$ cat config.mk
export PLATFORM = sky130hd
export DESIGN_NAME = stimulus_window_check
export DESIGN_NICKNAME = d
export VERILOG_FILES = /design/src/hw/rtl/swc_pkg.sv /design/src/hw/rtl/swc_table.sv /design/src/hw/rtl/swc_div.sv /design/src/hw/rtl/swc_core.sv /design/src/hw/rtl/stimulus_window_check.sv
export SDC_FILE = /design/constraint.sdc
export NUM_CORES = 2
export LEC_CHECK = 0
export BUFFER_PORTS_ARGS = -buffer_cell sky130_fd_sc_hd__buf_2
export CAP_MARGIN = 20
export CELL_PAD_IN_SITES_DETAIL_PLACEMENT = 1
export CELL_PAD_IN_SITES_GLOBAL_PLACEMENT = 1
export CORE_AREA = 2 2 469 355
export DETAILED_ROUTE_END_ITERATION = 8
export DIE_AREA = 0 0 471 357
export MAX_ROUTING_LAYER = met4
export PLACE_DENSITY = 0.9
export RECOVER_POWER = 100
export SETUP_SLACK_MARGIN = 0.1
export SYNTH_ARGS = -nofsm -noshare
export SYNTH_HDL_FRONTEND = slang
export SYNTH_SLANG_ARGS = --single-unit
$ cat constraint.sdc
create_clock -name i_clk -period 6.2 [get_ports i_clk]
set_clock_uncertainty 0.15 [all_clocks]
set_input_delay 0.93 -clock i_clk [delete_from_list [all_inputs] [get_ports i_clk]]
set_output_delay 0.93 -clock i_clk [all_outputs]
set_load 0.02 [all_outputs]
$ cat src/hw/rtl/swc_pkg.sv
// shared types and constants of the stimulus window checker
package swc_pkg;

    localparam int TIME_W = 32;
    localparam int CNT_W  = 5;
    localparam int IDX_W  = 4;
    localparam int REG_W  = 2;

    localparam int OFS_VALUE   = IDX_W;
    localparam int OFS_QTIME   = IDX_W + TIME_W;
    localparam int OFS_TOTAL   = IDX_W + 2 * TIME_W;
    localparam int IN_TDATA_W  = 104;
    localparam int OUT_TDATA_W = 8;

    localparam logic CMD_QUERY = 1'b0;
    localparam logic CMD_LOAD  = 1'b1;

    localparam logic [REG_W-1:0] REG_START    = 2'd0;
    localparam logic [REG_W-1:0] REG_DURATION = 2'd1;
    localparam logic [REG_W-1:0] REG_END      = 2'd2;
    localparam logic [REG_W-1:0] REG_COUNT    = 2'd3;

    typedef struct packed {
        logic [TIME_W-1:0] start_time;
        logic [TIME_W-1:0] pulse_duration;
        logic [TIME_W-1:0] end_limit;
        logic [CNT_W-1:0]  entry_count;
    } t_cfg;

endpackage

$ cat src/hw/rtl/swc_table.sv
// cycle length table: one write port, one registered read port
module swc_table #(
    parameter int DEPTH = 16,
    parameter int AW    = 4
) (
    input  logic                      i_clk,
    input  logic                      i_we,
    input  logic [AW-1:0]             i_waddr,
    input  logic [swc_pkg::TIME_W-1:0] i_wdata,
    input  logic                      i_re,
    input  logic [AW-1:0]             i_raddr,
    output logic [swc_pkg::TIME_W-1:0] o_rdata
);
    import swc_pkg::*;

    logic [TIME_W-1:0] r_mem [DEPTH];
    logic [TIME_W-1:0] r_rdata;

    always_ff @(posedge i_clk) begin
        if (i_we) begin
            r_mem[i_waddr] <= i_wdata;
        end
        if (i_re) begin
            r_rdata <= r_mem[i_raddr];
        end
    end

    assign o_rdata = r_rdata;

endmodule

$ cat src/hw/rtl/swc_div.sv
// 32-bit unsigned restoring divider, one quotient bit per cycle
module swc_div (
    input  logic                       i_clk,
    input  logic                       i_rst_n,
    input  logic                       i_start,
    input  logic [swc_pkg::TIME_W-1:0] i_dividend,
    input  logic [swc_pkg::TIME_W-1:0] i_divisor,
    output logic                       o_done,
    output logic [swc_pkg::TIME_W-1:0] o_quot
);
    import swc_pkg::*;

    localparam int SW = $clog2(TIME_W);

    logic              r_busy;
    logic              r_done;
    logic [SW-1:0]     r_cnt;
    logic [TIME_W:0]   r_rem;
    logic [TIME_W-1:0] r_quot;
    logic [TIME_W-1:0] r_dvs;

    logic [TIME_W:0]   n_shift;
    logic              n_ge;
    logic [TIME_W:0]   n_rem;
    logic [TIME_W-1:0] n_quot;

    always_comb begin
        n_shift = {r_rem[TIME_W-1:0], r_quot[TIME_W-1]};
        n_ge    = n_shift >= {1'b0, r_dvs};
        n_rem   = n_ge ? (n_shift - {1'b0, r_dvs}) : n_shift;
        n_quot  = {r_quot[TIME_W-2:0], n_ge};
    end

    always_ff @(posedge i_clk) begin
        if (!i_rst_n) begin
            r_busy <= 1'b0;
            r_done <= 1'b0;
            r_cnt  <= '0;
        end else begin
            r_done <= 1'b0;
            if (i_start) begin
                r_busy <= 1'b1;
                r_cnt  <= '0;
            end else if (r_busy) begin
                r_cnt <= r_cnt + 1'b1;
                if (r_cnt == SW'(TIME_W - 1)) begin
                    r_busy <= 1'b0;
                    r_done <= 1'b1;
                end
            end
        end
    end

    always_ff @(posedge i_clk) begin
        if (i_start) begin
            r_rem  <= '0;
            r_quot <= i_dividend;
            r_dvs  <= i_divisor;
        end else if (r_busy) begin
            r_rem  <= n_rem;
            r_quot <= n_quot;
        end
    end

    assign o_done = r_done;
    assign o_quot = r_quot;

endmodule

$ cat src/hw/rtl/swc_core.sv
// query sequencer: table walk for list mode, divide and multiply for periodic mode
module swc_core #(
    parameter int MAX_ENTRIES = 16
) (
    input  logic                       i_clk,
    input  logic                       i_rst_n,
    input  swc_pkg::t_cfg              i_cfg,
    input  logic                       i_valid,
    output logic                       o_ready,
    input  logic                       i_cmd,
    input  logic [swc_pkg::IDX_W-1:0]  i_idx,
    input  logic [swc_pkg::TIME_W-1:0] i_value,
    input  logic [swc_pkg::TIME_W-1:0] i_qtime,
    input  logic [swc_pkg::TIME_W-1:0] i_total,
    output logic                       o_valid,
    input  logic                       i_ready,
    output logic                       o_active
);
    import swc_pkg::*;

    localparam int AW = (MAX_ENTRIES > 1) ? $clog2(MAX_ENTRIES) : 1;
    localparam int CW = $clog2(MAX_ENTRIES + 1);
    localparam int SW = TIME_W + $clog2(MAX_ENTRIES + 1);

    localparam logic [2:0] S_IDLE = 3'd0;
    localparam logic [2:0] S_PRD  = 3'd1;
    localparam logic [2:0] S_DIV  = 3'd2;
    localparam logic [2:0] S_MUL  = 3'd3;
    localparam logic [2:0] S_CHK  = 3'd4;
    localparam logic [2:0] S_LIST = 3'd5;
    localparam logic [2:0] S_LEND = 3'd6;
    localparam logic [2:0] S_DONE = 3'd7;

    logic [2:0]        r_state;
    logic [TIME_W-1:0] r_q;
    logic [TIME_W-1:0] r_total;
    logic [CW-1:0]     r_n;
    logic [TIME_W-1:0] r_c;
    logic [TIME_W-1:0] r_qs;
    logic              r_fail;
    logic              r_usenp;
    logic [TIME_W-1:0] r_i;
    logic [TIME_W-1:0] r_prod;
    logic [SW-1:0]     r_lo;
    logic [SW-1:0]     r_sum;
    logic              r_hit;
    logic [CW-1:0]     r_step;
    logic              r_act;

    logic              accept;
    logic              tbl_we;
    logic              tbl_re;
    logic [AW-1:0]     tbl_raddr;
    logic [TIME_W-1:0] rd_data;
    logic [CW-1:0]     n_eff;
    logic [CW:0]       step_nx;
    logic [TIME_W-1:0] min_te;
    logic              div_start;
    logic              k_done;
    logic              np_done;
    logic [TIME_W-1:0] k_quot;
    logic [TIME_W-1:0] np_quot;
    logic [TIME_W-1:0] n_pulses;
    logic [TIME_W-1:0] n_last;
    logic [2*TIME_W-1:0] prod_full;
    logic [SW:0]       q_ext;
    logic [SW:0]       d_ext;
    logic              win;

    assign o_ready = (r_state == S_IDLE);
    assign accept  = i_valid && o_ready;

    assign tbl_we = accept && (i_cmd == CMD_LOAD)
                    && (32'(i_idx) < 32'(MAX_ENTRIES));

    assign n_eff = (32'(i_cfg.entry_count) > 32'(MAX_ENTRIES))
                   ? CW'(MAX_ENTRIES) : CW'(i_cfg.entry_count);

    assign step_nx = {1'b0, r_step} + 1'b1;

    always_comb begin
        tbl_re    = 1'b0;
        tbl_raddr = '0;
        if (accept && (i_cmd == CMD_QUERY)) begin
            tbl_re = 1'b1;
        end else if ((r_state == S_LIST) && (step_nx < {1'b0, r_n})) begin
            tbl_re    = 1'b1;
            tbl_raddr = AW'(step_nx);
        end
    end

    swc_table #(
        .DEPTH (MAX_ENTRIES),
        .AW    (AW)
    ) u_table (
        .i_clk   (i_clk),
        .i_we    (tbl_we),
        .i_waddr (AW'(i_idx)),
        .i_wdata (i_value),
        .i_re    (tbl_re),
        .i_raddr (tbl_raddr),
        .o_rdata (rd_data)
    );

    assign min_te    = (r_total < i_cfg.end_limit) ? r_total : i_cfg.end_limit;
    assign div_start = (r_state == S_PRD);

    swc_div u_div_k (
        .i_clk      (i_clk),
        .i_rst_n    (i_rst_n),
        .i_start    (div_start),
        .i_dividend (r_q - i_cfg.start_time),
        .i_divisor  (rd_data),
        .o_done     (k_done),
        .o_quot     (k_quot)
    );

    swc_div u_div_np (
        .i_clk      (i_clk),
        .i_rst_n    (i_rst_n),
        .i_start    (div_start),
        .i_dividend (min_te),
        .i_divisor  (rd_data),
        .o_done     (np_done),
        .o_quot     (np_quot)
    );

    assign n_pulses  = r_usenp ? np_quot : TIME_W'(1);
    assign n_last    = n_pulses - 1'b1;
    assign prod_full = r_i * r_c;

    assign q_ext = (SW + 1)'(r_q);
    assign d_ext = (SW + 1)'(i_cfg.pulse_duration);
    assign win   = (q_ext >= {1'b0, r_lo}) && (q_ext <= ({1'b0, r_lo} + d_ext));

    always_ff @(posedge i_clk) begin
        if (!i_rst_n) begin
            r_state <= S_IDLE;
        end else begin
            case (r_state)
                S_IDLE: begin
                    if (accept && (i_cmd == CMD_QUERY)) begin
                        if (n_eff == '0) begin
                            r_state <= S_DONE;
                        end else if (n_eff == CW'(1)) begin
                            r_state <= S_PRD;
                        end else begin
                            r_state <= S_LIST;
                        end
                    end
                end
                S_PRD: r_state <= S_DIV;
                S_DIV: begin
                    if (k_done && np_done) begin
                        r_state <= S_MUL;
                    end
                end
                S_MUL: r_state <= S_CHK;
                S_CHK: r_state <= S_DONE;
                S_LIST: begin
                    if (step_nx == {1'b0, r_n}) begin
                        r_state <= S_LEND;
                    end
                end
                S_LEND: r_state <= S_DONE;
                S_DONE: begin
                    if (i_ready) begin
                        r_state <= S_IDLE;
                    end
                end
                default: r_state <= S_IDLE;
            endcase
        end
    end

    always_ff @(posedge i_clk) begin
        case (r_state)
            S_IDLE: begin
                r_q     <= i_qtime;
                r_total <= i_total;
                r_n     <= n_eff;
                r_lo    <= SW'(i_cfg.start_time);
                r_sum   <= '0;
                r_hit   <= 1'b0;
                r_step  <= '0;
                r_act   <= 1'b0;
            end
            S_PRD: begin
                r_c     <= rd_data;
                r_qs    <= r_q - i_cfg.start_time;
                r_fail  <= (r_q < i_cfg.start_time) || (r_q > i_cfg.end_limit);
                r_usenp <= (rd_data != '0) && (r_total > rd_data);
            end
            S_DIV: begin
                // quotients are only final once both dividers are done
                if (k_done && np_done && (n_pulses == '0)) begin
                    r_fail <= 1'b1;
                end
                r_i <= (k_quot < n_last) ? k_quot : n_last;
            end
            S_MUL: r_prod <= prod_full[TIME_W-1:0];
            S_CHK: r_act <= !r_fail && ((r_qs - r_prod) <= i_cfg.pulse_duration);
            S_LIST: begin
                r_hit  <= r_hit | win;
                r_lo   <= r_lo + SW'(rd_data);
                r_sum  <= r_sum + SW'(rd_data);
                r_step <= r_step + 1'b1;
            end
            S_LEND: r_act <= r_hit && (q_ext <= ({1'b0, r_sum} + d_ext));
            default: ;
        endcase
    end

    assign o_valid  = (r_state == S_DONE);
    assign o_active = r_act;

endmodule

$ cat src/hw/rtl/stimulus_window_check.sv
// top level: stream ports, configuration registers and output register
//
// Stimulus window checker. A load item (tuser 1) writes a cycle length into one
// table entry; it gives no result. A query item (tuser 0) gives one result item
// telling whether query_time lies inside a pulse window. With entry_count 0 the
// answer is always inactive. With entry_count 1 (periodic mode) a query runs
// through the bit-serial 32-bit dividers that produce one quotient bit per
// cycle. With two or more entries (list mode) a query does one table read per
// entry. One query is worked on at a time; the next item is accepted while a
// finished result still waits in the output register. The table holds
// MAX_ENTRIES words and is not cleared by reset; entries must be loaded before
// a query uses them.
module stimulus_window_check #(
    parameter int MAX_ENTRIES = 16
) (
    input  logic                            i_clk,
    input  logic                            i_rst_n,
    input  logic                            s_axis_tvalid,
    output logic                            s_axis_tready,
    // [3:0] entry_index, [35:4] entry_value, [67:36] query_time,
    // [99:68] run_span, [103:100] zero
    input  logic [swc_pkg::IN_TDATA_W-1:0]  s_axis_tdata,
    // [0] cmd
    input  logic                            s_axis_tuser,
    output logic                            m_axis_tvalid,
    input  logic                            m_axis_tready,
    // [0] active, [7:1] zero
    output logic [swc_pkg::OUT_TDATA_W-1:0] m_axis_tdata,
    input  logic                            i_cfg_we,
    input  logic [swc_pkg::REG_W-1:0]       i_cfg_addr,
    input  logic [swc_pkg::TIME_W-1:0]      i_cfg_wdata
);
    import swc_pkg::*;

    t_cfg r_cfg;
    logic r_out_valid;
    logic r_out_active;

    logic core_valid;
    logic core_ready;
    logic core_active;

    always_ff @(posedge i_clk) begin
        if (!i_rst_n) begin
            r_cfg.start_time     <= '0;
            r_cfg.pulse_duration <= '0;
            r_cfg.end_limit      <= '1;
            r_cfg.entry_count    <= '0;
        end else if (i_cfg_we) begin
            case (i_cfg_addr)
                REG_START:    r_cfg.start_time     <= i_cfg_wdata;
                REG_DURATION: r_cfg.pulse_duration <= i_cfg_wdata;
                REG_END:      r_cfg.end_limit      <= i_cfg_wdata;
                REG_COUNT:    r_cfg.entry_count    <= i_cfg_wdata[CNT_W-1:0];
                default: ;
            endcase
        end
    end

    swc_core #(
        .MAX_ENTRIES (MAX_ENTRIES)
    ) u_core (
        .i_clk    (i_clk),
        .i_rst_n  (i_rst_n),
        .i_cfg    (r_cfg),
        .i_valid  (s_axis_tvalid),
        .o_ready  (s_axis_tready),
        .i_cmd    (s_axis_tuser),
        .i_idx    (s_axis_tdata[IDX_W-1:0]),
        .i_value  (s_axis_tdata[OFS_VALUE +: TIME_W]),
        .i_qtime  (s_axis_tdata[OFS_QTIME +: TIME_W]),
        .i_total  (s_axis_tdata[OFS_TOTAL +: TIME_W]),
        .o_valid  (core_valid),
        .i_ready  (core_ready),
        .o_active (core_active)
    );

    assign core_ready = !r_out_valid || m_axis_tready;

    always_ff @(posedge i_clk) begin
        if (!i_rst_n) begin
            r_out_valid <= 1'b0;
        end else if (core_ready) begin
            r_out_valid <= core_valid;
        end
    end

    always_ff @(posedge i_clk) begin
        if (core_ready && core_valid) begin
            r_out_active <= core_active;
        end
    end

    assign m_axis_tvalid = r_out_valid;
    assign m_axis_tdata  = {(OUT_TDATA_W - 1)'(0), r_out_active};

endmodule

==> qor.log <==
qor: timing.period_needed 7490 ps
qor: yosys.yosysWarningCount 0
qor: min_path.holdCritStartpoint s_axis_tdata[43]
qor: timing.layout_setup_ws -1290 ps
qor: detailed_routing.via_per_inst 6.35
qor: final_layout.nNetsFinal 9011
qor: final_layout.multiInputGateArea 0.0429 mm2
qor: clock_network.clkLatencyLatePin 820 ps
qor: yosys.yosys.cell_types.count 99
qor: yosys.ys_dominant_reg_cell sky130_fd_sc_hd__edfxtp_1
qor: min_path.min_path_cells 1
qor: detailed_routing.drt-initial-drc-count 7438
qor: timing.fmaxAchievable 134 MHz
qor: detailed_routing.postRouteWirelength 302000 um
qor: clock_network.clock_tree_from_tritoncts done
qor: die.initial_utilization 46.7%
qor: yosys.synth_top_cell_area_share 34.9%
qor: yosys.yosys-top-cells-area sky130_fd_sc_hd__edfxtp_1 35%, sky130_fd_sc_hd__fa_1 11%, sky130_fd_sc_hd__ha_1 11%, sky130_fd_sc_hd__dfxtp_1 4.8%, sky130_fd_sc_hd__nand2_1 4.6%
qor: clock_network.cts_inserted_buffers 112
qor: placement.globalplace.congestion 0.985
qor: timing.rsz0062_at_grt true
qor: die.floorplan.io_pins 154
qor: outcome.outcome complete, but fails checks
qor: setup_path.crit_fanout 6
qor: clock_network.cts_buffer_depth 3
qor: die.dieWidth 471 um
qor: yosys.synth_cells 7516
qor: die.dieArea 0.168 mm2
qor: global_routing.grt_pass1_wl 440000 um
qor: global_routing.grt_usage 36.1%
qor: global_routing.grt_pass1_vias 67700
qor: yosys.ys_seq_elements 1072
qor: setup_path.timing.critical_path.arrival 7860 ps
qor: die.floorplan.die.height 357 um
qor: min_path.worst_min_path_class in -> reg
qor: final_layout.finalInstanceArea 0.0861 mm2
qor: timing.final-setup-viol-count 198
qor: setup_path.worst_setup_path_start_kind flip-flop
qor: global_routing.global_route_overflow 0
qor: setup_path.worstPathRequired 6580 ps
qor: setup_path.critPathMostFrequentCell sky130_fd_sc_hd__fa_1
qor: final_layout.seq_area 0.0304 mm2
qor: yosys.synth_top_area_cell sky130_fd_sc_hd__edfxtp_1
qor: yosys.sequential_share_of_the_synthesized_area 39.7%
qor: clock_network.clk_pin_slew 80 ps
qor: yosys.async_reset_ff_share 0%
qor: detailed_routing.drt_pre_antenna_iters 6
qor: setup_path.timing.reg2reg.setup_slack -1290 ps
qor: setup_path.slowest_delay 580 ps
qor: detailed_routing.drt.antenna.violating_nets 0
qor: die.core_area 0.164 mm2
qor: placement.postPlaceCellArea 0.0816 mm2
qor: placement.detailed_place_hpwl 210000 um
qor: final_layout.final_layout_size_suffix_gt1_share 10.8%
qor: setup_path.critical_path.reg2reg.endpoint u_core.r_prod[28]$_DFFE_PN_
qor: setup_path.worst_setup_path_end_kind flip-flop
qor: placement.portBuffers 142
qor: detailed_routing.drt-wirelength-per-cell 29.9 um
qor: detailed_routing.routed-via-count 64200
qor: clock_network.cts-root-buf sky130_fd_sc_hd__clkbuf_16
qor: setup_path.slowest_cell_on_the_critical_path sky130_fd_sc_hd__fa_1
qor: yosys.number_of_enable_type_register_cells_in_the_synthesized_netlist 889
qor: final_layout.final.fill_count 17900
qor: final_layout.areaGrowthSynthToFinish 12.5%
qor: run.max_cap_violations 33
qor: timing.drv_slew 1074
qor: final_layout.finish.utilization 52.6%
qor: setup_path.critPathKind reg -> reg
qor: timing.timing.final.crit_share 121%
qor: global_routing.grt_max_degree 130
qor: timing.timing.max_slew.rel_slack -132%
qor: setup_path.timing.rr.start u_core.r_c[2]$_DFFE_PP_
qor: yosys.synthesis.area_per_instance 10.2 um2
qor: outcome.failed_checks max-capacitance violations, max-slew violations, negative setup slack
qor: setup_path.reg2regPathDepth 30
qor: die.core.rowCount 129
qor: yosys.synth.cell_area 0.0765 mm2
qor: global_routing.antenna_found_initial 28
qor: clock_network.cts.sink_count 1072
qor: min_path.hold_path_end u_core.r_q[7]$_DFFE_PP_
qor: timing.worst_pin_slew 3480 ps
qor: detailed_routing.remaining_design_rule_violation_count 0
qor: clock_network.cts_htree_levels 3
qor: timing.timing.final.hold_violations 0
## stage by stage
stage               std cells  TNS (ps)  setup WS, ps  hold WS (ps)
floorplan                7522     -3090          -537           250
global placement         9808    -10270          -791           251
detailed placement       9811    -14050         -1050           281
CTS                     10100    -12760          -941           108
global route            10100    -91180         -1390           129
finish                  10100    -90950         -1290           130
## worst max path at each step
stage,start,to,slack [ps],cells past startpoint
after floorplan,u_core.r_c[7]$_DFFE_PP_,u_core.r_prod[31]$_DFFE_PN_,-540,23
after global placement,u_core.r_c[7]$_DFFE_PP_,u_core.r_prod[31]$_DFFE_PN_,-790,22
after detailed placement,u_core.r_c[8]$_DFFE_PP_,u_core.r_prod[31]$_DFFE_PN_,-1050,23
after CTS,u_core.r_c[2]$_DFFE_PP_,u_core.r_prod[31]$_DFFE_PN_,-940,25
after global routing,u_core.r_c[2]$_DFFE_PP_,u_core.r_prod[31]$_DFFE_PN_,-1390,27
final,u_core.r_c[2]$_DFFE_PP_,u_core.r_prod[28]$_DFFE_PN_,-1290,30
## critical path, delay by kind of cell (launching register included)
| family | cells | cell delay [ps] |
|---|---|---|
| compound gates | 8 | 1450 |
| xor+xnor | 1 | 170 |
| fa+ha+maj | 9 | 3520 |
| buf+inv | 10 | 1170 |
| simple gates | 2 | 280 |
| flops | 1 | 480 |
## synthesized netlist by cell type, drive strengths merged (133+ instances only)
library cell,instances
o21ai,284
nand2,947
xnor2,208
ha,643
a21oi,382
fa,416
nand3,297
a21o,165
mux2i,133
clkbuf,282
nor2,334
dfxtp,183
and2,321
inv,741
edfxtp,889
## state kept, by name, indices dropped and copies added, names as in the netlist, 3 cells and up
name and flops:
r_cfg 101, u_core.r_c 32, u_core.r_i 32, u_core.r_lo 37
u_core.r_n 5, u_core.r_prod 32, u_core.r_q 32, u_core.r_qs 32
u_core.r_state 3, u_core.r_step 5, u_core.r_sum 37, u_core.r_total 32
u_core.u_div_k.o_quot 32, u_core.u_div_k.r_cnt 5, u_core.u_div_k.r_rem 32, u_core.u_div_np.o_quot 32
u_core.u_div_np.r_cnt 5, u_core.u_div_np.r_rem 32, u_core.u_table.o_rdata 32, u_core.u_table.r_mem 512
## per-layer routing
| metal | wire, um | share of wire, % | vias up | track usage (%) |
|---|---|---|---|---|
| met1 | 115000 | 38 | 32200 | 44.4 |
| li1 | - | - | 26900 | - |
| met4 | 19400 | 6.4 | 0 | 20.1 |
| met3 | 33000 | 11 | 1104 | 8.92 |
| met2 | 135000 | 45 | 3975 | 54.4 |
| met5 | 0 | 0 | - | - |
## placed cells by master, fill, tap and decap left out, types with 59 or more instances in the layout
cell                        Yosys  routed
sky130_fd_sc_hd__xnor2_1      208     194
sky130_fd_sc_hd__o21a_1        59      59
sky130_fd_sc_hd__mux2i_1      133     133
sky130_fd_sc_hd__clkbuf_1     282     101
sky130_fd_sc_hd__a21oi_1      382     369
sky130_fd_sc_hd__a211oi_1      67      67
sky130_fd_sc_hd__nor2_1       334     324
sky130_fd_sc_hd__fa_1         416     397
sky130_fd_sc_hd__nand3_1      297     296
sky130_fd_sc_hd__edfxtp_1     889     889
sky130_fd_sc_hd__a21boi_0      72      72
sky130_fd_sc_hd__buf_4         15     247
sky130_fd_sc_hd__xor2_1       126     123
sky130_fd_sc_hd__o211ai_1      93      93
sky130_fd_sc_hd__nand4_1       73      73
sky130_fd_sc_hd__nand2b_1      61      60
sky130_fd_sc_hd__a31oi_1       63      59
sky130_fd_sc_hd__buf_2         14     102
sky130_fd_sc_hd__inv_1        739     729
sky130_fd_sc_hd__a21o_1       165     165
sky130_fd_sc_hd__dfxtp_1      183     181
sky130_fd_sc_hd__nor2b_1       80      77
sky130_fd_sc_hd__clkbuf_16      0     113
sky130_fd_sc_hd__o21ai_0      264     263
sky130_fd_sc_hd__ha_1         643     624
sky130_fd_sc_hd__mux2_2        70      67
sky130_fd_sc_hd__and2_1       321     300
sky130_fd_sc_hd__nor3_1        89      86
sky130_fd_sc_hd__nand2_1      947     939
## cells by family after synthesis
family                   count (synthesis)  synth area share [%]
adder cells (fa/ha/maj)               1059                  21.4
buffers and inverters                 1061                  5.30
XOR/XNOR                               334                  3.82
other                                    1               0.00490
flip-flops                            1072                  39.7
AO/OA/AOI/OAI                         1443                  12.4
multiplexers                           208                  2.92
AND/OR/NAND/NOR                       2338                  14.4
## layout make-up
class / instances / area share [%]
multi-input cells: 5389 / 49.8
clock inverters: 74 / 0.994
diodes: 44 / 0.128
clock buffers: 138 / 3.44
inverters: 741 / 3.23
repair buffers: 492 / 4.01
flip-flops and latches: 1072 / 35.3
well taps: 2161 / 3.14
## what timing repair did
| item | 4_1_cts | 5_1_grt |
|---|---|---|
| pin swaps | 94 | 52 |
| hold buffers | 0 | 0 |
| buffers inserted | 29 | 14 |
| setup endpoints to repair | 22 | 24 |
| gates resized for setup | 117 | 60 |
Power is not shown: default switching activity piles up to over one toggle a cycle in this logic, so the estimate is an artifact.
